File: src/hdl/bsad_pkg.sv
package bsad_pkg;

  // Capacity of the element store
  localparam int MAX_ITEMS = 16;
  localparam int IDX_W     = $clog2(MAX_ITEMS);
  localparam int CNT_W     = $clog2(MAX_ITEMS + 1);
  localparam int DATA_W    = 32;

  // Request from the sequencer to the element store
  typedef struct packed {
    logic              we;
    logic [IDX_W-1:0]  waddr;
    logic [DATA_W-1:0] wdata;
    logic              re;
    logic [IDX_W-1:0]  raddr;
  } mem_req_t;

endpackage

File: src/hdl/bsad_store.sv
module bsad_store (
  input  logic                     clk,
  input  bsad_pkg::mem_req_t       req,
  output logic [bsad_pkg::DATA_W-1:0] rdata
);
  import bsad_pkg::*;

  logic [DATA_W-1:0] mem [MAX_ITEMS];

  // One write port, one registered read port; read data holds without re
  always_ff @(posedge clk) begin
    if (req.we) begin
      mem[req.waddr] <= req.wdata;
    end
    if (req.re) begin
      rdata <= mem[req.raddr];
    end
  end

endmodule

File: src/hdl/bounded_sort_asc_desc_core.sv
// Loads one request per cycle while loading; the request with last_in starts the sort.
// The sort makes one compare per cycle, through the single read port of the element
// store. Results then follow one at a time (store read, then output register).
// No request is taken from the last_in request until the last result is registered.
// rst (synchronous) clears the count, the sequencer, the output valid and the order bit.
module bounded_sort_asc_desc_core (
  input  logic                                clk,
  input  logic                                rst,
  input  logic                                in_valid,
  output logic                                in_ready,
  input  logic signed [bsad_pkg::DATA_W-1:0]  value,
  input  logic                                last_in,
  output logic                                out_valid,
  input  logic                                out_ready,
  output logic signed [bsad_pkg::DATA_W-1:0]  sorted_value,
  output logic                                last_out,
  input  logic                                cfg_we,
  input  logic                                cfg_wdata
);
  import bsad_pkg::*;

  typedef enum logic [6:0] {
    ST_LOAD    = 7'b0000001,
    ST_RD_I    = 7'b0000010,
    ST_LD_X    = 7'b0000100,
    ST_CMP     = 7'b0001000,
    ST_WB_I    = 7'b0010000,
    ST_EMIT_RD = 7'b0100000,
    ST_EMIT_WT = 7'b1000000
  } state_t;

  state_t            state, state_next;
  logic [CNT_W-1:0]  count;
  logic [IDX_W-1:0]  idx_i;
  logic [IDX_W-1:0]  idx_j;
  logic [IDX_W-1:0]  idx_k;
  logic [DATA_W-1:0] x;
  logic              sort_descending;
  mem_req_t          mem_req;
  logic [DATA_W-1:0] mem_rdata;

  logic              in_acc;
  logic              room;
  logic [CNT_W-1:0]  count_after;
  logic              swap;
  logic              j_end;
  logic              i_end;
  logic              k_end;
  logic              out_load;

  bsad_store u_store (
    .clk   (clk),
    .req   (mem_req),
    .rdata (mem_rdata)
  );

  assign in_ready    = (state == ST_LOAD);
  assign in_acc      = in_valid && in_ready;
  assign room        = (count < CNT_W'(MAX_ITEMS));
  assign count_after = room ? count + CNT_W'(1) : count;

  // Compare held element x (position i) with store[j]
  assign swap  = sort_descending ? ($signed(mem_rdata) > $signed(x))
                                 : ($signed(x) > $signed(mem_rdata));
  assign j_end = (CNT_W'(idx_j) + CNT_W'(1) == count);
  assign i_end = (CNT_W'(idx_i) + CNT_W'(2) == count);
  assign k_end = (CNT_W'(idx_k) + CNT_W'(1) == count);

  assign out_load = (state == ST_EMIT_WT) && (!out_valid || out_ready);

  // Store requests per state
  always_comb begin
    mem_req = '0;
    unique case (state)
      ST_LOAD: begin
        mem_req.we    = in_acc && room;
        mem_req.waddr = count[IDX_W-1:0];
        mem_req.wdata = value;
      end
      ST_RD_I: begin
        mem_req.re    = 1'b1;
        mem_req.raddr = idx_i;
      end
      ST_LD_X: begin
        mem_req.re    = 1'b1;
        mem_req.raddr = idx_j;
      end
      ST_CMP: begin
        mem_req.we    = swap;
        mem_req.waddr = idx_j;
        mem_req.wdata = x;
        mem_req.re    = !j_end;
        mem_req.raddr = idx_j + IDX_W'(1);
      end
      ST_WB_I: begin
        mem_req.we    = 1'b1;
        mem_req.waddr = idx_i;
        mem_req.wdata = x;
        mem_req.re    = !i_end;
        mem_req.raddr = idx_i + IDX_W'(1);
      end
      ST_EMIT_RD: begin
        mem_req.re    = 1'b1;
        mem_req.raddr = idx_k;
      end
      ST_EMIT_WT: begin
        mem_req = '0;
      end
      default: begin
        mem_req = '0;
      end
    endcase
  end

  // Next state
  always_comb begin
    state_next = state;
    unique case (state)
      ST_LOAD: begin
        if (in_acc && last_in) begin
          state_next = (count_after > CNT_W'(1)) ? ST_RD_I : ST_EMIT_RD;
        end
      end
      ST_RD_I:    state_next = ST_LD_X;
      ST_LD_X:    state_next = ST_CMP;
      ST_CMP: begin
        if (j_end) begin
          state_next = ST_WB_I;
        end
      end
      ST_WB_I:    state_next = i_end ? ST_EMIT_RD : ST_LD_X;
      ST_EMIT_RD: state_next = ST_EMIT_WT;
      ST_EMIT_WT: begin
        if (out_load) begin
          state_next = k_end ? ST_LOAD : ST_EMIT_RD;
        end
      end
      default:    state_next = ST_LOAD;
    endcase
  end

  // Control registers
  always_ff @(posedge clk) begin
    if (rst) begin
      state           <= ST_LOAD;
      count           <= '0;
      out_valid       <= 1'b0;
      sort_descending <= 1'b0;
    end else begin
      state <= state_next;
      if (cfg_we) begin
        sort_descending <= cfg_wdata;
      end
      if (in_acc) begin
        count <= count_after;
      end else if (out_load && k_end) begin
        count <= '0;
      end
      if (out_load) begin
        out_valid <= 1'b1;
      end else if (out_ready) begin
        out_valid <= 1'b0;
      end
    end
  end

  // Indices, held element and output payload
  always_ff @(posedge clk) begin
    unique case (state)
      ST_LOAD: begin
        idx_i <= '0;
        idx_j <= IDX_W'(1);
        idx_k <= '0;
      end
      ST_LD_X: begin
        x <= mem_rdata;
      end
      ST_CMP: begin
        if (swap) begin
          x <= mem_rdata;
        end
        if (!j_end) begin
          idx_j <= idx_j + IDX_W'(1);
        end
      end
      ST_WB_I: begin
        if (!i_end) begin
          idx_i <= idx_i + IDX_W'(1);
          idx_j <= idx_i + IDX_W'(2);
        end
      end
      ST_EMIT_WT: begin
        if (out_load) begin
          sorted_value <= mem_rdata;
          last_out     <= k_end;
          idx_k        <= idx_k + IDX_W'(1);
        end
      end
      ST_RD_I, ST_EMIT_RD: begin
      end
      default: begin
      end
    endcase
  end

`ifndef SYNTHESIS
  a_count_bound: assert property (@(posedge clk) disable iff (rst)
    count <= CNT_W'(MAX_ITEMS))
    else $error("element count beyond capacity");

  a_busy_after_last: assert property (@(posedge clk) disable iff (rst)
    in_acc && last_in |=> !in_ready)
    else $error("request taken while a set is being sorted");

  a_j_after_i: assert property (@(posedge clk) disable iff (rst)
    state == ST_CMP |-> idx_j > idx_i)
    else $error("compare position not after held position");

  a_last_clears: assert property (@(posedge clk) disable iff (rst)
    out_load && k_end |=> count == '0 && state == ST_LOAD)
    else $error("count not cleared after final result");
`endif

endmodule
File: config.mk
export PLATFORM = sky130hd
export DESIGN_NAME = bounded_sort_asc_desc_core
export DESIGN_NICKNAME = d
export VERILOG_FILES = /design/src/hdl/bsad_pkg.sv /design/src/hdl/bsad_store.sv /design/src/hdl/bounded_sort_asc_desc_core.sv
export SDC_FILE = /design/constraint.sdc
export NUM_CORES = 1
export LEC_CHECK = 0
export ABC_AREA = 1
export BUFFER_PORTS_ARGS = -buffer_cell sky130_fd_sc_hd__clkbuf_2
export CORE_ASPECT_RATIO = 1.5
export CORE_MARGIN = 4
export CORE_UTILIZATION = 35
export DETAILED_ROUTE_END_ITERATION = 8
export PLACE_DENSITY = 0.59
export SLEW_MARGIN = 20
export SYNTH_ARGS = -nofsm -noshare
export SYNTH_HDL_FRONTEND = slang
export SYNTH_SLANG_ARGS = --single-unit
File: constraint.sdc
create_clock -name clk -period 9.42 [get_ports clk]
set_input_delay 1.884 -clock clk [delete_from_list [all_inputs] [get_ports clk]]
set_output_delay 1.884 -clock clk [all_outputs]
set_load 0.005 [all_outputs]
# Word level (Yosys, flattened, before mapping)
# Memory sizes are Yosys's and may differ from the RTL's. A register that Yosys moved wholly into a read port is not among the register bits.
# Cells that the tools add are included.
[totals]
register_bits = 91
latch_bits = 0
ram_bits = 512
mem_bits_ro = 0
input_bits = 39
output_inout_bits = 35
mem_count = 1
[memory_table]
columns = ["memory", "depth", "width", "read_ports", "rd_clocked_by_memory_dff", "write_ports", "line_no", "text"]
rows = [
  ["u_store.mem", 16, 32, 1, 1, 1, "bsad_store.sv:8", "logic [DATA_W-1:0] mem [MAX_ITEMS];"],
]
[classes]
n_addsub = 8
n_mul = 0
div_mod_pow = 0
order_cmp = 4
n_eq_ne = 16
shift = 0
n_mux = 26
bitwise = 0
reduce_logical = 21
[op_table]
columns = ["op", "n"]
rows = [
  ["one-hot mux 37 bit (3 select lines)", 1],
  ["> comparator 32 bit", 2],
  ["one-hot mux 32 bit (2 select lines)", 1],
  ["one-hot mux 7 bit (7 select lines)", 1],
  ["two-way mux 32 bit", 1],
  ["one-hot mux 5 bit (5 select lines)", 1],
  ["two-way mux 7 bit", 3],
  ["two-way mux 6 bit", 3],
  ["two-way mux 4 bit", 4],
  ["one-hot mux 4 bit (2 select lines)", 2],
  ["equality test 5 bit", 3],
  ["two-way mux 5 bit", 3],
  ["adder 4 x 1 -> 4 bit (second input constant)", 3],
  ["one-hot mux 4 bit (3 select lines)", 1],
  ["adder 4 x 1 -> 5 bit (second input constant)", 2],
  ["inequality test 2 bit (second input constant)", 5],
  ["nonzero test 2 bit", 5],
  ["AND reduction 2 bit", 4],
  ["equality test 7 x 1 -> 1 bit (second input constant)", 1],
  ["equality test 7 x 2 -> 1 bit (second input constant)", 1],
  ["equality test 7 x 3 -> 1 bit (second input constant)", 1],
  ["equality test 7 x 4 -> 1 bit (second input constant)", 1],
  ["equality test 7 x 5 -> 1 bit (second input constant)", 1],
  ["equality test 7 x 6 -> 1 bit (second input constant)", 1],
  ["other kinds (13)", 24],
]

# Longest topological paths before layout
[logic_depth]
ltp_word = 6
depth_mapped = 19

# Modules after synthesis
# A second synthesis with hierarchy kept.
[unflattened]
hier_cells = 2616
hier_area_um2 = 28061.9
[by_module_without_submodules]
columns = ["module", "instances", "cells_each", "area_each_um2", "seq_area_each_um2"]
rows = [
  ["bsad_store", 1, 2120, 23050.9, 16335.7],
  ["bounded_sort_asc_desc_core", 1, 496, 5011.1, 2592.5],
]

# Worst setup path after synthesis
# OpenSTA, ideal clock, no wires.
[synth_path]
path_kind = "in2reg"
start = "input port in_valid"
end = "memory u_store.mem[10][0] (enable)"
setup_time_ns = 0.432
arrival_time_ns = 4.262
t_required_ns = 8.988
setup_slack_ns = 4.726
cell_stages = 7
path_buffers = 1
path_cell_list = "inv_1 -> nor2_1 -> inv_1 -> o21ai_0 -> inv_1 -> buf_2 -> a21oi_1"
[synth_between]
elab_chain_cells = 5
[synth_rtl]
columns = ["element", "line_no", "text"]
rows = [
  ["start, declared", "bounded_sort_asc_desc_core.sv:9", "input logic in_valid,"],
  ["logical AND 1 bit", "bounded_sort_asc_desc_core.sv:58", "assign in_acc = in_valid && in_ready;"],
  ["logical AND 1 bit", "bounded_sort_asc_desc_core.sv:76", "mem_req.we = in_acc && room;"],
  ["one-hot mux 37 bit (3 select lines)", "bounded_sort_asc_desc_core.sv:74", "unique case (state)"],
  ["two-way mux 1 bit", "bsad_store.sv:12", "if (req.we) begin"],
  ["two-way mux 1 bit (implied by the code)", "bsad_store.sv:13", "mem[req.waddr] <= req.wdata;"],
  ["end, declared", "bsad_store.sv:8", ""],
]
# No other way between the ends.

# Worst setup path after layout
[layout_path]
start = "register x[23]"
end = "memory u_store.mem[15][25] (enable)"
[layout_between]
elab_chain_cells = 5
[layout_rtl]
columns = ["element", "line_no", "text"]
rows = [
  ["start, declared", "bounded_sort_asc_desc_core.sv:37", "logic [DATA_W-1:0] x;"],
  ["start signal, assigned", "bounded_sort_asc_desc_core.sv:176", "x <= mem_rdata;"],
  ["start signal, assigned", "bounded_sort_asc_desc_core.sv:180", "x <= mem_rdata;"],
  ["> comparator 32 bit, on equally long branches", "bounded_sort_asc_desc_core.sv:64, bounded_sort_asc_desc_core.sv:63", ""],
  ["two-way mux 1 bit *", "bounded_sort_asc_desc_core.sv:63", "assign swap = sort_descending ? ($signed(mem_rdata) > $signed(x))"],
  ["one-hot mux 37 bit (3 select lines) *", "bounded_sort_asc_desc_core.sv:74", ""],
  ["two-way mux 1 bit *", "bsad_store.sv:12", ""],
  ["two-way mux 1 bit (implied by the code) *", "bsad_store.sv:13", ""],
]
# Mark *: on every way between the ends. The rest lies on a longest branch, timed or not.

==> results.py <==
metrics = {
    "timing": {
        "max-slew-margin-rel_pct": 26.71,
        "fin_ws_ns": 5.045,
        "setup_viol": 0,
        "hold_ws_ns": 0.4784,
        "rsz0062_at_grt": "false",
        "final-hold-violation-count": 0,
        "tns_ns": 0,
        "tightest_slew_ns": 1.099,
        "finalCriticalPeriod_ns": 4.375,
        "finalCritPeriodShare_pct": 46.44,
        "fmax_mhz": 228.6,
        "drv_slew": 0,
        "clock_skew_ns": 0.01671,
    },
    "route": {
        "drcViolationCount": 0,
        "drtPass1Iterations": 5,
        "routed_wl_um": 71510,
        "drtAntennaViolNets": 0,
        "drtIter0Drc": 1359,
        "vias_per_cell": 4.812,
        "routed-via-count": 18100,
        "wl_per_cell_um": 19.01,
    },
    "placement": {
        "place_hpwl_um": 39430,
        "io_buffers": 73,
        "place_congestion": 0.8623,
        "dp.cells": 3659,
        "pre_cts_ws_ns": 4.873,
        "postPlaceCellArea_mm2": 0.02944,
    },
    "synthesis": {
        "synth_flop_cell": "edfxtp_1",
        "seq_area_frac_synth_pct": 67.92,
        "synthTopCellsByCount": "nand2_1, edfxtp_1, inv_1",
        "synthesis.nets": 2721,
        "synth-xor-area-share_pct": 0.5657,
        "synth_simple_gate_area_share_pct": 19.09,
        "synth_area_per_cell_um2": 10.54,
        "synth.area.top_cells": "edfxtp_1, nand2_1, nand3_1, inv_1, buf_2",
        "async_flop_share_pct": 0,
        "netlist-cell-type-count": 35,
        "synth_top_area_cell": "edfxtp_1",
        "netlist_instances": 2645,
        "synth-adder-area-share_pct": 1.661,
        "synth.area.mux_share_pct": 0,
        "yosysMostFrequentCell": "nand2_1",
        "mappedNetlistArea_mm2": 0.02787,
        "synth-edff-count": 621,
        "ys_ff_latch": 635,
        "ys_warn_count": 0,
        "synth_compound_area_share_pct": 2.303,
        "synth_top_area_share_pct": 66.92,
        "synth_top_family_by_area": "simple AND/OR/NAND/NOR gates",
    },
    "setup_path": {
        "startpoint": "x[23]$_DFFE_PP_",
        "cp-start-kind": "flop",
        "criticalPathCategory": "flop to flop",
        "cp.arrival_ns": 4.63,
        "rr_worst_depth": 12,
        "r2r-start": "x[23]$_DFFE_PP_",
        "critical_path.endpoint_type": "flop",
        "cp.required_ns": 9.68,
        "endpoint": "u_store.mem[15][25]$_DFFE_PP_",
        "cp_max_fo": 18,
        "r2r_setup_slack_ns": 5.05,
        "r2r_end": "u_store.mem[15][25]$_DFFE_PP_",
    },
    "floorplanning": {
        "fp.dieW_um": 238.4,
        "core-area_mm2": 0.07883,
        "fp.dieH_um": 353.6,
        "rows": 126,
        "initial_core_util_pct": 35.35,
        "dieArea_mm2": 0.08429,
        "io_pins": 74,
    },
    "power": {
        "p_sw_share_pct": 28.79,
        "comb_power_share_pct": 18.8,
        "ir_drop_v": 0.0002277,
        "power_frac_seq_pct": 50.1,
        "clkPwrFrac_pct": 31.1,
        "p_int_mw": 5.329,
        "finalPower_mw": 7.483,
        "p_leak_nw": 12.94,
        "power.density_mw_per_mm2": 239.4,
        "power_switching_mw": 2.155,
    },
    "status": {
        "status": "complete, no violations",
    },
    "clock_network": {
        "htreeDepth": 2,
        "cts_resized": 0,
        "cts_inserted_buffers": 57,
        "cts.path.max_buffers": 3,
        "hold_buffers": 0,
        "cts_setup_buffers": 0,
        "clkSinkCount": 635,
        "clk_latency_ns": 0.60,
        "root_buffer": "clkbuf_16",
        "clk_pin_slew_ns": 0.06,
        "cts_tree": "done",
    },
    "cells_and_area": {
        "fin_cells": 3761,
        "final_nets": 2770,
        "synthToLayoutAreaGrowth_pct": 12.18,
        "fin_util_pct": 39.66,
        "drive_gt1_share_pct": 8.406,
        "stdcell_area_mm2": 0.03126,
    },
    "global_route": {
        "gr-total-overflow": 0,
        "track_usage_pct": 16.50,
        "grt_pass1_vias": 17390,
        "grt_first_pass_wirelength_um": 106700,
        "antenna_found_initial": 3,
        "grt_max_degree": 93,
    },
    "worst_hold_path": {
        "hold_start": "u_store.rdata[8]$_DFFE_PP_",
        "hold_path.class": "flop to flop",
    },
    "job": {
        "cap_violations": 0,
    },
}
[how the worst min path moves through the flow]
stage	to	slack, ns	depth (start not counted)
2_1_floorplan	sorted_value[10]$_DFFE_PP_	0.45	0
3_3_place_gp	x[14]$_DFFE_PP_	0.45	0
3_5_place_dp	x[2]$_DFFE_PP_	0.47	0
4_1_cts	sorted_value[2]$_DFFE_PP_	0.48	0
5_1_grt	sorted_value[19]$_DFFE_PP_	0.50	0
6_report	sorted_value[8]$_DFFE_PP_	0.48	0
[sequential cells by signal, summed over array words and instances, names as in the netlist]
register,cells
last_out,1
x,32
u_store.rdata,32
state,7
out_valid,1
idx_k,4
sort_descending,1
idx_i,4
count,5
idx_j,4
u_store.mem,512
sorted_value,32
[cells in the final DEF, fill, tap and decap left out, types with 3 or more instances in the layout]
cell type	Yosys	final
inv_2	7	9
nor3_1	11	11
o21ai_0	12	12
dfxtp_1	14	14
a21oi_1	43	27
a22o_1	31	31
xor2_1	13	13
a21oi_4	0	16
clkinv_1	1	11
clkbuf_16	0	57
nand4_1	7	7
bufinv_16	0	7
ha_1	37	37
nor2_1	51	49
nand2_2	4	3
nand3_2	1	3
o221ai_1	3	3
inv_1	469	467
clkbuf_2	0	73
clkbuf_1	7	8
buf_4	4	33
nand3_1	399	397
clkinv_2	0	12
edfxtp_1	621	621
nand2_1	785	783
xnor2_1	5	5
[logic make-up after synthesis]
group / after synthesis
AO/OA/AOI/OAI: 98
XOR/XNOR: 18
adder cells (fa/ha/maj): 37
buffers and inverters: 593
flip-flops: 635
AND/OR/NAND/NOR: 1264
[per-layer routing]
layer | share of wire [%] | GRT usage (%) | wire (um)
met5 | 0.038 | 0 | 27
met4 | 2.9 | 5.088 | 2071
met3 | 5.4 | 2.361 | 3830
met2 | 52 | 30.28 | 37370
met1 | 39 | 19.92 | 28210
[power groups by stage]
stage	combinational, mW	clock (mW)	sequential [mW]
after floorplan	0.908	0	3.78
after global placement	1.42	0	3.80
after detailed placement	1.43	0	3.81
after CTS	1.44	2.38	3.75
after global routing	1.58	2.49	3.76
final	1.41	2.33	3.75
[critical path: stages, from the launching register on]
cell and delay, ns:
edfxtp_1 0.40, ha_1 0.32, nand2_1 0.07, nor2_1 0.22, nand4_1 0.16, nor2_1 0.32, nand2_1 0.13, nand3_1 0.11
nand2_1 0.06, nand2_1 0.06, nand3_2 0.69, a21oi_4 0.97, buf_4 0.48
[area by class of cell]
type / count / area, um^2
Fill cell: 7562 / 47560
Sequential cell: 635 / 18930
Multi-Input combinational cell: 1417 / 6823
Inverter: 477 / 1793
Clock buffer: 65 / 1456
Tap cell: 1024 / 1281
Timing Repair Buffer: 106 / 613.1
Clock inverter: 36 / 364.1
Antenna cell: 1 / 2.502
Note: power is estimated with default switching activity, not from simulation.
